==> config.mk <==
export PLATFORM = sky130hd
export DESIGN_NAME = sas_anim_tbl
export DESIGN_NICKNAME = d
export VERILOG_FILES = /design/src/hdl/sas_anim_tbl.sv
export SDC_FILE = /design/constraint.sdc
export NUM_CORES = 1
export LEC_CHECK = 0
export BUFFER_PORTS_ARGS = -buffer_cell sky130_fd_sc_hd__buf_2
export CAP_MARGIN = 25
export CORE_AREA = 2 2 91 93
export CTS_BUF_LIST = sky130_fd_sc_hd__clkbuf_16
export CTS_CLUSTER_DIAMETER = 80
export DETAILED_ROUTE_END_ITERATION = 8
export DIE_AREA = 0 0 93 95
export PLACE_DENSITY = 0.82
export SKIP_CTS_REPAIR_TIMING = 1
export SLEW_MARGIN = 20
export SYNTH_ARGS = -nofsm -noshare
export SYNTH_HDL_FRONTEND = slang
export SYNTH_SLANG_ARGS = --single-unit
==> constraint.sdc <==
create_clock -name clk -period 1.65 [get_ports clk]
set_clock_uncertainty 0.1 [all_clocks]
set_input_delay 0.33 -clock clk [delete_from_list [all_inputs] [get_ports clk]]
set_output_delay 0.33 -clock clk [all_outputs]
set_load 0.02 [all_outputs]
==> src/hdl/sas_anim_tbl.sv <==
// Animation descriptor memory with per-entry valid bits; unwritten entries read as zero.
module sas_anim_tbl #(
    parameter int DEPTH  = 16,
    parameter int ADDR_W = 4,
    parameter int DATA_W = 6
) (
    input  logic              clk,
    input  logic              rst_n,
    input  logic              we,
    input  logic [ADDR_W-1:0] waddr,
    input  logic [DATA_W-1:0] wdata,
    input  logic [ADDR_W-1:0] raddr,
    output logic [DATA_W-1:0] rdata
);

    logic [DATA_W-1:0] mem [DEPTH];
    logic [DEPTH-1:0]  valid_reg;
    logic [DATA_W-1:0] rdata_reg;
    logic              rvalid_reg;

    // Mark entries written since reset
    always_ff @(posedge clk or negedge rst_n)
    begin
        if (!rst_n)
        begin
            valid_reg  <= '0;
            rvalid_reg <= 1'b0;
        end
        else
        begin
            if (we)
            begin
                valid_reg[waddr] <= 1'b1;
            end
            rvalid_reg <= valid_reg[raddr];
        end
    end

    // Write data and register the read
    always_ff @(posedge clk)
    begin
        if (we)
        begin
            mem[waddr] <= wdata;
        end
        rdata_reg <= mem[raddr];
    end

    assign rdata = rvalid_reg ? rdata_reg : '0;

endmodule

* Yosys cells after proc, flatten, opt, wreduce, memory -nomap -nowiden *
Memories as Yosys holds them, arrays and structs flattened. A register that Yosys moved wholly into a read port is not among the register bits.
Index checks and enable logic that the tools add are counted.

word-level totals
  register bits after elaboration = 17
  input port bits = 17
  bits in writable memories = 96
  memories kept = 1
  output and inout port bits = 6
  logic and storage cells = 15

memory list
  name  depth  width  rd ports  clocked after memory_dff  wr ports  line  source
  mem   16     6      1         1                         1         16    logic [DATA_W-1:0] mem [DEPTH];

cells by class
  multiplexer cells = 7
  reduce and logical (&&, ||, !) cells = 1
  $lt $le $gt $ge = 3
  bitwise logic cells = 1

operators with widths
  cell                                                         count
  bitwise OR 16 bit                                            1
  less-than comparator 4 x 5 -> 1 bit (second input constant)  2
  2-to-1 mux 6 bit                                             1
  binary-select mux 1 bit (select 4 bit)                       1
  demux 1 bit (select 4 bit)                                   1
  >= comparator 4 x 1 -> 1 bit (second input constant)         1
  2-to-1 mux 1 bit                                             4
  logical AND 1 bit                                            1

* Longest topological paths before layout *
  depth after elaboration = 5
  gate-level depth with buffers = 5
  mapped depth without buffers = 3

* Worst setup path after synthesis *
OpenSTA, ideal clock, no wires.

  kind = input to register
  start = input waddr[2]
  end = memory mem[0][0], enable pin
  arrival = 1.335 ns
  library setup time = 0.378 ns
  required time = 1.172 ns
  slack = -0.163 ns
  stages on the path = 2
  path buffers = 0
  cells stage by stage = or3b_2 -> nor3_1

RTL lines
  element             line  source
  start: declaration  10    input logic [ADDR_W-1:0] waddr,
  end: declaration    16

No word-level cell before the write port.

==> impl_results.md <==
- HPWL Detailed: 5582 um
- Largest cells by area after synthesis: edfxtp_1, mux4_1, dfrtp_1
- Distinct cell type count after synthesis: 21
- CORE AREA: between 7000 and 8000 um2
- TNS Setup: 0 ns
- Most common cell after layout, fill and taps aside: edfxtp_1
- Starting density of the core: between 50% and 60%
- Initial antenna violation count: 0
- Root Buffer: clkbuf_16
- Clock Tree Buf Depth: 2
- Register area share after synthesis: 74.64%
- Vias per inst: 5.876
- Die area: 8835 um2
- Most frequent cells in the layout: edfxtp_1, buf_4, buf_2
- Cell taking the most area after synthesis: edfxtp_1
- Max Slew Vio Count: 0
- TritonCTS clock tree: yes
- I/O Buffers: 22
- Maximum clock frequency: roughly 630 MHz
- Num CTS Buffers: 17
- Minimum period implied by the final worst setup slack: between 1.5 and 2 ns
- Clock transition at the registers of the reported paths: 0.05 ns
- Measured slew at the worst slew-check pin: about 0.42 ns
- Cell Chain, Critical Path: mux4_1 -> a22oi_1 -> nand2_1
- Routed Antenna Nets: 0
- Htree depth: 4
- Status: finished, final reports clean
- Placer Congestion: between 0.7 and 0.8
- Worst Path Arrival: 1.76 ns
- # fillers: about 490
- Vias: roughly 2400
- Syn nets: roughly 240
- Max Fanout on Critical Path: 1
- Pwr/cell area: ~1400 nW/um2
- Top-area cell type share of the netlist area: approximately 63%
- RSZ-0062 raised after global routing: no
- Synthesis-to-finish area growth: 22.26%
- Mapped cell area: around 4600 um2
- Share of cells above drive strength 1: between 30% and 40%
- Final nets: a little over 300
- I/O pins: 23
- Worst path max stage delay: between 0.5 and 0.6 ns
- Gr ovfl total: 0
- Setup violators final: 0
- Critical path type: register to register
- CP max-delay cell: mux4_1
- First-pass DRT Iterations: 4
- Die H: 95 um
- Global-route wire length before repair: around 14000 um
- Post-Syn Instances: ~230
- Largest net degree at the start of global routing: 22
- Clk_lat worst skew: about 0.4 ns
- First DRT Iteration DRCs: approximately 260
- Diodes inserted: 0
- CP Capture Type: register
- Mean Syn Cell Area: around 20 um2
- Vias in the first global route: around 2500
- Tot GR Track Use: about a quarter
- Worst Path Required: between 1.5 and 2 ns
- Startpoint types: register
- Clock Sink Count: approximately 120
- Maximum VDD drop: ~1.0 mV
- Die Width: between 90 and 100 um
- Slew HR: 71.96%
- Yosys warnings: 0
- Period utilisation layout: a little over nine tenths
- DRC: 0
- Max FFs per register: 96
- DR WL/cell: roughly 23 um
- Hold Path Class: input port to register
- Leak: between 2 and 2.5 nW
- Final Hold Fails: 0
- #FFs+latches synth: between 100 and 150
- Final Routed Wirelength: approximately 9400 um
- Fin util: 70.83%
- MaxCap Viol Count: 0
- FP Rows: 33
## cell families after synthesis
logic type	Yosys count	share of synthesized area, %
DFF	119	74.64
and+or+nand+nor	56	6.456
buffers and inverters	8	1.498
muxes	28	15.12
AOI/OAI and AO/OA	14	2.288
## cell usage after synthesis (all sizes together)
cell type  number
dfrtp          17
or3b            1
buf             6
nand3b          2
nor2b           2
clkbuf          2
and2            7
nand2b          2
or2            16
mux4           28
nand3           1
a22oi          14
edfxtp         96
nor3            4
nand2           8
dfxtp           6
nor2           13
## critical path: cells and delay by family (launching register included)
kind / cells / cell delay (ns)
flops: 1 / 0.38
simple gates: 1 / 0.11
compound gates: 1 / 0.34
mux: 1 / 0.53
## cell type report
cell class / count / area, um2 / share of cell area [%]
clock inverters: 15 / 168.9 / 3.008
well taps: 105 / 131.4 / 2.340
clock buffers: 17 / 425.4 / 7.576
flip-flops and latches: 119 / 3428 / 61.05
repair buffers: 50 / 360.3 / 6.417
multi-input cells: 98 / 1101 / 19.61
## power by group
part           switching, mW  total (mW)  internal, mW
clock network           1.20        3.67          2.47
registers             0.0605        3.45          3.39
logic                  0.250       0.485         0.235
total                   1.51        7.61          6.10
## path summary, 6_finish.rpt
| check | start | end | slack (ns) | cells after the start |
|---|---|---|---|---|
| min in group asynchronous | rst_n | valid_reg[12]$_DFFE_PN0P_ | 0.33 | 2 |
| hold / removal | wdata[4] | mem[10][4]$_DFFE_PP_ | 0.23 | 1 |
| max in group asynchronous | rst_n | valid_reg[3]$_DFFE_PN0P_ | 0.82 | 2 |
| hold reg to reg | valid_reg[8]$_DFFE_PN0P_ | valid_reg[8]$_DFFE_PN0P_ | 0.36 | 1 |
| setup reg to reg | mem[1][5]$_DFFE_PP_ | rdata_reg[5]$_DFF_P_ | 0.07 | 3 |
| setup / recovery | mem[1][5]$_DFFE_PP_ | rdata_reg[5]$_DFF_P_ | 0.07 | 3 |
## per-stage QoR
stage               total power, mW  worst slack, ns  hold slack [ns]  instances  cell area [um2]
floorplan                     3.775          0.03443         -0.06559        225             4598
global placement              3.955          -0.2379           0.1728        371             5011
detailed placement            3.985          -0.2710           0.1829        371             5011
CTS                           7.646          0.06333          -0.2421        403             5605
global route                  7.805          0.02197           0.2286        404             5615
finish                        7.609          0.06837           0.2269        404             5615
## metal layers
| layer | track usage [%] | vias to the layer above | wire [um] |
|---|---|---|---|
| met5 | 0 | - | 0 |
| met4 | 11.27 | 0 | 186 |
| met3 | 6.784 | 15 | 613 |
| met2 | 37.62 | 116 | 4801 |
| met1 | 30.88 | 1205 | 3766 |
| li1 | - | 1038 | - |
Power figures use the tool's default switching activity.
