## src/hdl/sas_mod_unit.sv

```systemverilog
// Iterative restoring remainder unit, one dividend bit per cycle.
module sas_mod_unit #(
    parameter int DIVIDEND_W = 4,
    parameter int DIVISOR_W  = 5
) (
    input  logic                  clk,
    input  logic                  rst_n,
    input  logic                  start,
    input  logic [DIVIDEND_W-1:0] dividend,
    input  logic [DIVISOR_W-1:0]  divisor,
    output logic                  busy,
    output logic [DIVIDEND_W-1:0] remainder
);

    localparam int CNT_W = $clog2(DIVIDEND_W + 1);

    logic [CNT_W-1:0]      count_reg;
    logic [DIVIDEND_W-1:0] shift_reg;
    logic [DIVISOR_W-1:0]  divisor_reg;
    logic [DIVISOR_W-1:0]  rem_reg;
    logic [DIVISOR_W:0]    trial;

    assign trial = {rem_reg, shift_reg[DIVIDEND_W-1]};

    // Step counter
    always_ff @(posedge clk or negedge rst_n)
    begin
        if (!rst_n)
        begin
            count_reg <= '0;
        end
        else if (start)
        begin
            count_reg <= CNT_W'(DIVIDEND_W);
        end
        else if (count_reg != '0)
        begin
            count_reg <= count_reg - CNT_W'(1);
        end
    end

    // Shift in one dividend bit and subtract when it fits
    always_ff @(posedge clk)
    begin
        if (start)
        begin
            rem_reg     <= '0;
            shift_reg   <= dividend;
            divisor_reg <= divisor;
        end
        else if (count_reg != '0)
        begin
            shift_reg <= shift_reg << 1;
            if (trial >= {1'b0, divisor_reg})
            begin
                rem_reg <= DIVISOR_W'(trial - {1'b0, divisor_reg});
            end
            else
            begin
                rem_reg <= trial[DIVISOR_W-1:0];
            end
        end
    end

    assign busy      = (count_reg != '0);
    assign remainder = DIVIDEND_W'(rem_reg);

endmodule

```

## config.mk

```make
export PLATFORM = sky130hd
export DESIGN_NAME = sas_mod_unit
export DESIGN_NICKNAME = d
export VERILOG_FILES = /design/src/hdl/sas_mod_unit.sv
export SDC_FILE = /design/constraint.sdc
export NUM_CORES = 1
export LEC_CHECK = 0
export ABC_AREA = 0
export BUFFER_PORTS_ARGS = -buffer_cell sky130_fd_sc_hd__buf_2
export CAP_MARGIN = 20
export CORE_ASPECT_RATIO = 1.25
export CORE_MARGIN = 8
export CORE_UTILIZATION = 54
export DETAILED_ROUTE_END_ITERATION = 16
export MAX_ROUTING_LAYER = met4
export PLACE_DENSITY_LB_ADDON = 0.08
export SETUP_SLACK_MARGIN = 0.4
export SYNTH_ARGS = -nofsm -noshare
export SYNTH_HDL_FRONTEND = slang
export SYNTH_SLANG_ARGS = --single-unit
```

## constraint.sdc

```tcl
create_clock -name clk -period 3.3 [get_ports clk]
set_input_delay 0.165 -clock clk [delete_from_list [all_inputs] [get_ports clk]]
set_output_delay 0.165 -clock clk [all_outputs]
set_load 0.01 [all_outputs]
```

-- Word level (Yosys, flattened, before mapping)
Cells that the tools add are included.
- input port bits: 12
- flip-flop bits (word level): 17
- word-level logic and storage cells: 14
- output and inout bits: 5
- add/subtract/negate cells: 2
- $lt $le $gt $ge: 1
- multiplexer cells: 5
- reductions and logical operators: 2
- operators by type and width (operator ; count):
    $mux 4 ; 2
    $ge 6x5->1 ; 1
    $mux 3 ; 2
    $mux 5 ; 1
    $sub 5x5->5 ; 1
    $reduce_bool 3->1 ; 1
    $sub 3x1->3 const B ; 1
    $reduce_bool 2->1 ; 1

-- Longest topological paths before layout
Gate-level depths: netlist (run 1).
- depth after elaboration: 3
- gate-level depth with buffers: 8

-- Worst setup path after synthesis (run 1)
Ideal clock, no wire load.
- kind: register to register
- from: reg shift_reg[3]
- to: reg rem_reg[4]
- stages on the path, launching flop included: 9
- setup slack: 1.316 ns
- required time: 3.183 ns
- arrival: 1.866 ns
- path buffers: 0
- setup time: 0.117 ns
- cells stage by stage: edfxtp_1 inv_1 ha_1 inv_1 fa_1 a21oi_1 o21ai_2 or3_1 a32o_1
- word-level cells in the longest chain between the ends: 2
- RTL lines (element ; line ; source):
    start: declaration ; 18 ; logic [DIVIDEND_W-1:0] shift_reg;
    start signal: assignment ; 48 ; shift_reg <= dividend;
    start signal: assignment ; 53 ; shift_reg <= shift_reg << 1;
    $sub 5x5->5 / $ge 6x5->1 (equally long branches) ; 56, 54 ;
    $mux 5 (*) ; 54 ; if (trial >= {1'b0, divisor_reg})
    end signal: assignment ; 56 ; rem_reg <= DIVISOR_W'(trial - {1'b0, divisor_reg});
    end signal: assignment ; 60 ; rem_reg <= trial[DIVISOR_W-1:0];
    end: declaration ; 20 ; logic [DIVISOR_W-1:0] rem_reg;
Mark *: on every way between the ends. The rest lies on a longest branch, timed or not.
A chain may end at the register's enable or synchronous reset.

-- Worst setup path after layout (run 1)
Ends and elaborated chain as after synthesis.

==> results.sh, run 1 <==
export IMPL_cp_start_kind="flip-flop"
export IMPL_drive_above_1_share=0.241
export IMPL_antenna_left=0
export IMPL_r2r_start="shift_reg[3]$_DFFE_PP_"
export IMPL_ys_types=37
export IMPL_synth_edf_count=9
export IMPL_first_iter_violations=18
export IMPL_yosysSeqAreaShare=0.455
export IMPL_required_ns=3.48
export IMPL_asyncSetResetFlopFracSynth=0.176
export IMPL_syn_inst=93
export IMPL_worstReg2RegEnd="rem_reg[4]$_SDFFE_PP0P_"
export IMPL_synth_xor_area_share=0.0269
export IMPL_cts_resized=0
export IMPL_rsz0062_at_grt="no"
export IMPL_max_slew_margin_rel=0.682
export IMPL_via_per_inst=5.40
export IMPL_cts_buffers_inserted=3
export IMPL_die_w_um=54.1
export IMPL_fin_nets=129
export IMPL_yosys_warnings=0
export IMPL_finish_instance_area_um2=1070
export IMPL_setup_violations_final=0
export IMPL_gr_total_overflow=0
export IMPL_crit_path_max_fanout=5
export IMPL_ioPinCount=17
export IMPL_dpl_hpwl_um=1390
export IMPL_synth_compound_area_frac=0.137
export IMPL_max_freq_mhz=479
export IMPL_worstHoldPathCells=1
export IMPL_holdCritPathClass="in -> reg"
export IMPL_crit_path_end="rem_reg[4]$_SDFFE_PP0P_"
export IMPL_placedInstanceArea_um2=1040
export IMPL_cts_sinks=17
export IMPL_antenna_cells=0
export IMPL_rr_worst_depth=8
export IMPL_cts_tree="yes"
export IMPL_num_vias=686
export IMPL_gp_congestion=0.774
export IMPL_antenna_found_initial=0
export IMPL_ys_flop_type="edfxtp_1"
export IMPL_synth_area_top_cells="edfxtp_1, dfxtp_1, ha_1"
export IMPL_status="finished, final reports clean"
export IMPL_finalClockSkew_ns=0.00102
export IMPL_synth_seq_cells=17
export IMPL_track_usage=0.118
export IMPL_die_y_um=63.6
export IMPL_multiInputGateArea_um2=445
export IMPL_die_area_um2=3440
export IMPL_grt_pass1_vias=701
export IMPL_synth_fa_ha_area_frac=0.110
export IMPL_worst_pin_slew_ns=0.476
export IMPL_synthMuxAreaShare=0.0448
export IMPL_clock_root_buffer="clkbuf_4"
export IMPL_max_cap_violations=0
export IMPL_fin_crit_sh=0.633
export IMPL_avgSynthCellArea_um2=10.5
export IMPL_wirelength_um=1760
export IMPL_synth_top_area_share=0.276
export IMPL_yosys_top_cells_count="inv_1, edfxtp_1, nor2_1"
export IMPL_p_leak_nw=0.485
export IMPL_cp_startpoint="shift_reg[3]$_DFFE_PP_"
export IMPL_synth_top_family_by_area="simple AND/OR/NAND/NOR gates"
export IMPL_clk_path_buf_depth=2
export IMPL_finalCriticalPeriod_ns=2.09
export IMPL_drt_first_pass_iters=4
export IMPL_yosys_area_top_type="edfxtp_1"
export IMPL_ir_drop_uv=379
export IMPL_port_buffers=16
export IMPL_drc=0
export IMPL_clock_latency_ns=0.28
export IMPL_finalSetupTns_ns=0
export IMPL_critPathArrivalTime_ns=2.27
export IMPL_path_clk_slew_ns=0.09
export IMPL_fin_util=0.615
export IMPL_grt_max_degree=20
export IMPL_coreArea_um2=1740
export IMPL_initial_core_util=0.561
export IMPL_power_density_nw_per_um2=695
export IMPL_syn_area_um2=978
export IMPL_area_growth_pct=9.59
export IMPL_endpoint_kind="flip-flop"
export IMPL_synth_fp_nets=113
export IMPL_hold_violations=0
export IMPL_wl_per_cell_um=13.9
export IMPL_holdWs_ns=0.0501
export IMPL_fillers=157
export IMPL_crit_type="reg -> reg"
export IMPL_grt_pass1_wl_um=2970
export IMPL_rows=17
export IMPL_h_tree_depth=1
export IMPL_r2r_setup_slack_ns=1.21
export IMPL_maxSlewViolCount=0
export IMPL_regArea_um2=445
export IMPL_synth_most_common_cell="inv_1"
export IMPL_synth_simple_area_share=0.137
[layer usage]
layer	GRT usage	part of all wire
met1	0.136	0.45
met2	0.177	0.49
met3	0.0329	0.040
met4	0.0648	0.019
met5	-	0
[how the worst min path moves through the flow]
stage / startpoint / endpoint
detailed placement: rst_n / count_reg[1]$_DFFE_PN0P_
floorplan: rst_n / count_reg[0]$_DFFE_PN0P_
global placement: rst_n / count_reg[1]$_DFFE_PN0P_
CTS: divisor[3] / divisor_reg[3]$_DFFE_PP_
finish: divisor[3] / divisor_reg[3]$_DFFE_PP_
global route: divisor[3] / divisor_reg[3]$_DFFE_PP_
[placed cells by master, fill, tap and decap left out, types with 3 or more instances in the layout]
| cell | synthesis | layout |
|---|---|---|
| a21oi_1 | 5 | 5 |
| buf_2 | 0 | 16 |
| clkbuf_4 | 0 | 3 |
| dfrtp_1 | 3 | 3 |
| dfxtp_1 | 5 | 5 |
| edfxtp_1 | 9 | 9 |
| ha_1 | 7 | 7 |
| inv_1 | 10 | 10 |
| mux2_2 | 3 | 3 |
| nand2_1 | 3 | 3 |
| nand3_1 | 3 | 3 |
| nor2_1 | 8 | 8 |
| o21ai_0 | 4 | 4 |
[repair_timing]
item,CTS,global route
hold buffers,1,0
setup buffers,0,0
hold endpoints to repair,3,0
[per-stage QoR]
stage	cells	power, mW	worst slack (ns)
5_1_grt	127	0.811	1.08
3_5_place_dp	122	0.644	1.22
6_report	127	0.745	1.21
4_1_cts	127	0.755	1.21
2_1_floorplan	93	0.578	1.32
3_3_place_gp	122	0.636	1.26
[cell type report]
class	count	area share
Clock buffer	4	0.0245
Inverter	11	0.0385
Multi-Input combinational cell	59	0.415
Sequential cell	17	0.415
Tap cell	19	0.0222
Timing Repair Buffer	17	0.0840
[report_power, final]
part	internal [mW]	leakage, nW	switching [mW]
sequential	0.279	0.169	0.0324
clock	0.0470	0.0150	0.0597
combinational	0.144	0.301	0.183
total	0.470	0.485	0.275
[critical path, stage by stage (launching register included)]
cell and delay, ns:
edfxtp_1 0.39, inv_1 0.07, ha_1 0.15, inv_1 0.05
fa_1 0.42, a21oi_1 0.22, o21ai_2 0.11, or3_1 0.35
a32o_1 0.24
[cell families after synthesis]
kind of cell	after synthesis
and+or+nand+nor	25
AOI/OAI and AO/OA	19
buffers and inverters	17
DFF	17
adders and majority gates	8
muxes	4
xor gates and xnor gates	3
(Power assumes the default switching activity.)
==> inputs of run 2 (changes only) <==
Settings changed: CORE_UTILIZATION 54 to 48.
Clock period 3.3 ns to 1.9 ns, I/O delays scaled along.
==> results.sh, run 2 (synthesis results as in run 1) <==
export IMPL_status="finished, final reports clean"
export IMPL_finalClockSkew_ns=0.00183
export IMPL_die_area_um2=3750
export IMPL_gp_congestion=0.820
export IMPL_final_common_cell="buf_2"
export IMPL_worst_pin_slew_ns=0.383
export IMPL_hold_violations=0
export IMPL_endpoint_kind="flip-flop"
export IMPL_clock_latency_ns=0.29
export IMPL_ioPinCount=17
export IMPL_rsz0062_at_grt="yes"
export IMPL_finish_instance_area_um2=1220
export IMPL_first_iter_violations=26
export IMPL_max_slew_margin_rel=0.745
export IMPL_critPathArrivalTime_ns=2.09
export IMPL_area_growth_pct=24.6
export IMPL_p_leak_nw=0.541
export IMPL_cpPeakStageDelay_ns=0.39
export IMPL_post_route_worst_setup_slack_ns=0.00685
export IMPL_clock_root_buffer="clkbuf_4"
export IMPL_placedInstanceArea_um2=1070
export IMPL_via_per_inst=5.59
export IMPL_drive_above_1_share=0.353
export IMPL_final_cell_mix="buf_2, edfxtp_1, inv_1, nor2_1, dlygate4sd3_1"
export IMPL_wl_per_cell_um=14.2
export IMPL_path_cells="inv_1, ha_2, inv_2, fa_2, a21oi_2, o21ai_2, or3_1, a32o_1"
export IMPL_initial_core_util=0.499
export IMPL_coreArea_um2=1960
export IMPL_grt_pass1_vias=790
export IMPL_wirelength_um=1970
export IMPL_grt_pass1_wl_um=3190
export IMPL_power_density_nw_per_um2=1200
export IMPL_finalCriticalPeriod_ns=1.89
export IMPL_gr_total_overflow=0
export IMPL_ir_drop_uv=779
export IMPL_die_y_um=66.5
export IMPL_finalPower_mw=1.47
export IMPL_clk_path_buf_depth=2
export IMPL_antenna_left=0
export IMPL_cts_tree="yes"
export IMPL_path_clk_slew_ns=0.09
export IMPL_maxSlewViolCount=0
export IMPL_pre_cts_ws_ns=-0.0279
export IMPL_setup_violations_final=0
export IMPL_num_vias=777
export IMPL_fin_crit_sh=0.996
export IMPL_cp_start_kind="flip-flop"
export IMPL_cts_buffers_inserted=3
export IMPL_drc=0
export IMPL_crit_type="reg -> reg"
export IMPL_antenna_found_initial=0
export IMPL_rows=18
export IMPL_cp_slowest_cell="edfxtp_1"
export IMPL_holdCritPathClass="in -> reg"
export IMPL_h_tree_depth=1
export IMPL_required_ns=2.09
export IMPL_grt_max_degree=20
export IMPL_track_usage=0.112
export IMPL_cts_sinks=17
export IMPL_max_cap_violations=0
export IMPL_crit_path_max_fanout=3
export IMPL_drt_first_pass_iters=4
export IMPL_max_freq_mhz=528
export IMPL_dpl_hpwl_um=1400
export IMPL_die_w_um=56.4
export IMPL_port_buffers=16
export IMPL_fin_nets=140
export IMPL_antenna_cells=0
==> run 2: what timing repair did <==
action	CTS	global route
buffers inserted	2	0
cloned	0	0
hold buffers	6	0
endpoints found under the setup margin	10	10
pin swaps	3	2
resized for setup	4	10
hold endpoints to repair	8	0
==> run 2: per-stage QoR <==
stage                     cells   util  TNS (ns)  hold WS [ns]
after floorplan              93      -         0        -0.201
after global placement      127  0.548         0        -0.107
after detailed placement    127  0.548   -0.0279        -0.105
after CTS                   139  0.605   -0.0203        0.0773
after global routing        139  0.622   -0.0971        0.0694
final                       139  0.622         0        0.0793
==> run 2: metal layers <==
layer / share of wire / up-vias / global-route usage / wire, um
met4: 0.024 / 0 / 0.0753 / 48
met3: 0.034 / 8 / 0.0323 / 67
met2: 0.53 / 17 / 0.194 / 1040
li1: - / 380 / - / -
met5: 0 / - / - / 0
met1: 0.41 / 372 / 0.106 / 813
==> run 2: area by class of cell <==
| cell class | instances | area, um^2 |
|---|---|---|
| well taps | 20 | 25.0 |
| inverters | 11 | 43.8 |
| repair buffers | 28 | 189 |
| flip-flops and latches | 17 | 445 |
| multi-input cells | 59 | 489 |
| fillers | 164 | 741 |
| clock buffers | 4 | 26.3 |
==> run 2: final timing paths <==
| kind | from | endpoint | slack, ns | cells past startpoint |
|---|---|---|---|---|
| hold / removal | dividend[0] | shift_reg[0]$_SDFFCE_PN0P_ | 0.08 | 2 |
| hold reg to reg | rem_reg[4]$_SDFFE_PP0P_ | rem_reg[4]$_SDFFE_PP0P_ | 0.50 | 1 |
| setup reg to reg | shift_reg[3]$_DFFE_PP_ | rem_reg[4]$_SDFFE_PP0P_ | 0.007 | 8 |
| setup / recovery | shift_reg[3]$_DFFE_PP_ | rem_reg[4]$_SDFFE_PP0P_ | 0.007 | 8 |
| min in group asynchronous | rst_n | count_reg[1]$_DFFE_PN0P_ | 0.11 | 2 |
| max in group asynchronous | rst_n | count_reg[2]$_DFFE_PN0P_ | 1.69 | 2 |
==> run 2: power by group <==
group | switching, mW | total [mW] | leakage [nW] | internal (mW)
logic | 0.373 | 0.728 | 0.356 | 0.355
clock network | 0.112 | 0.194 | 0.0150 | 0.0817
registers | 0.0616 | 0.545 | 0.169 | 0.484
==> run 2: worst max-delay path, delay by kind of cell (launching register included) <==
| family | cells | cell delay (ns) |
|---|---|---|
| fa+ha+maj | 2 | 0.52 |
| compound gates | 3 | 0.46 |
| flops | 1 | 0.39 |
| simple gates | 1 | 0.31 |
| buf+inv | 2 | 0.11 |
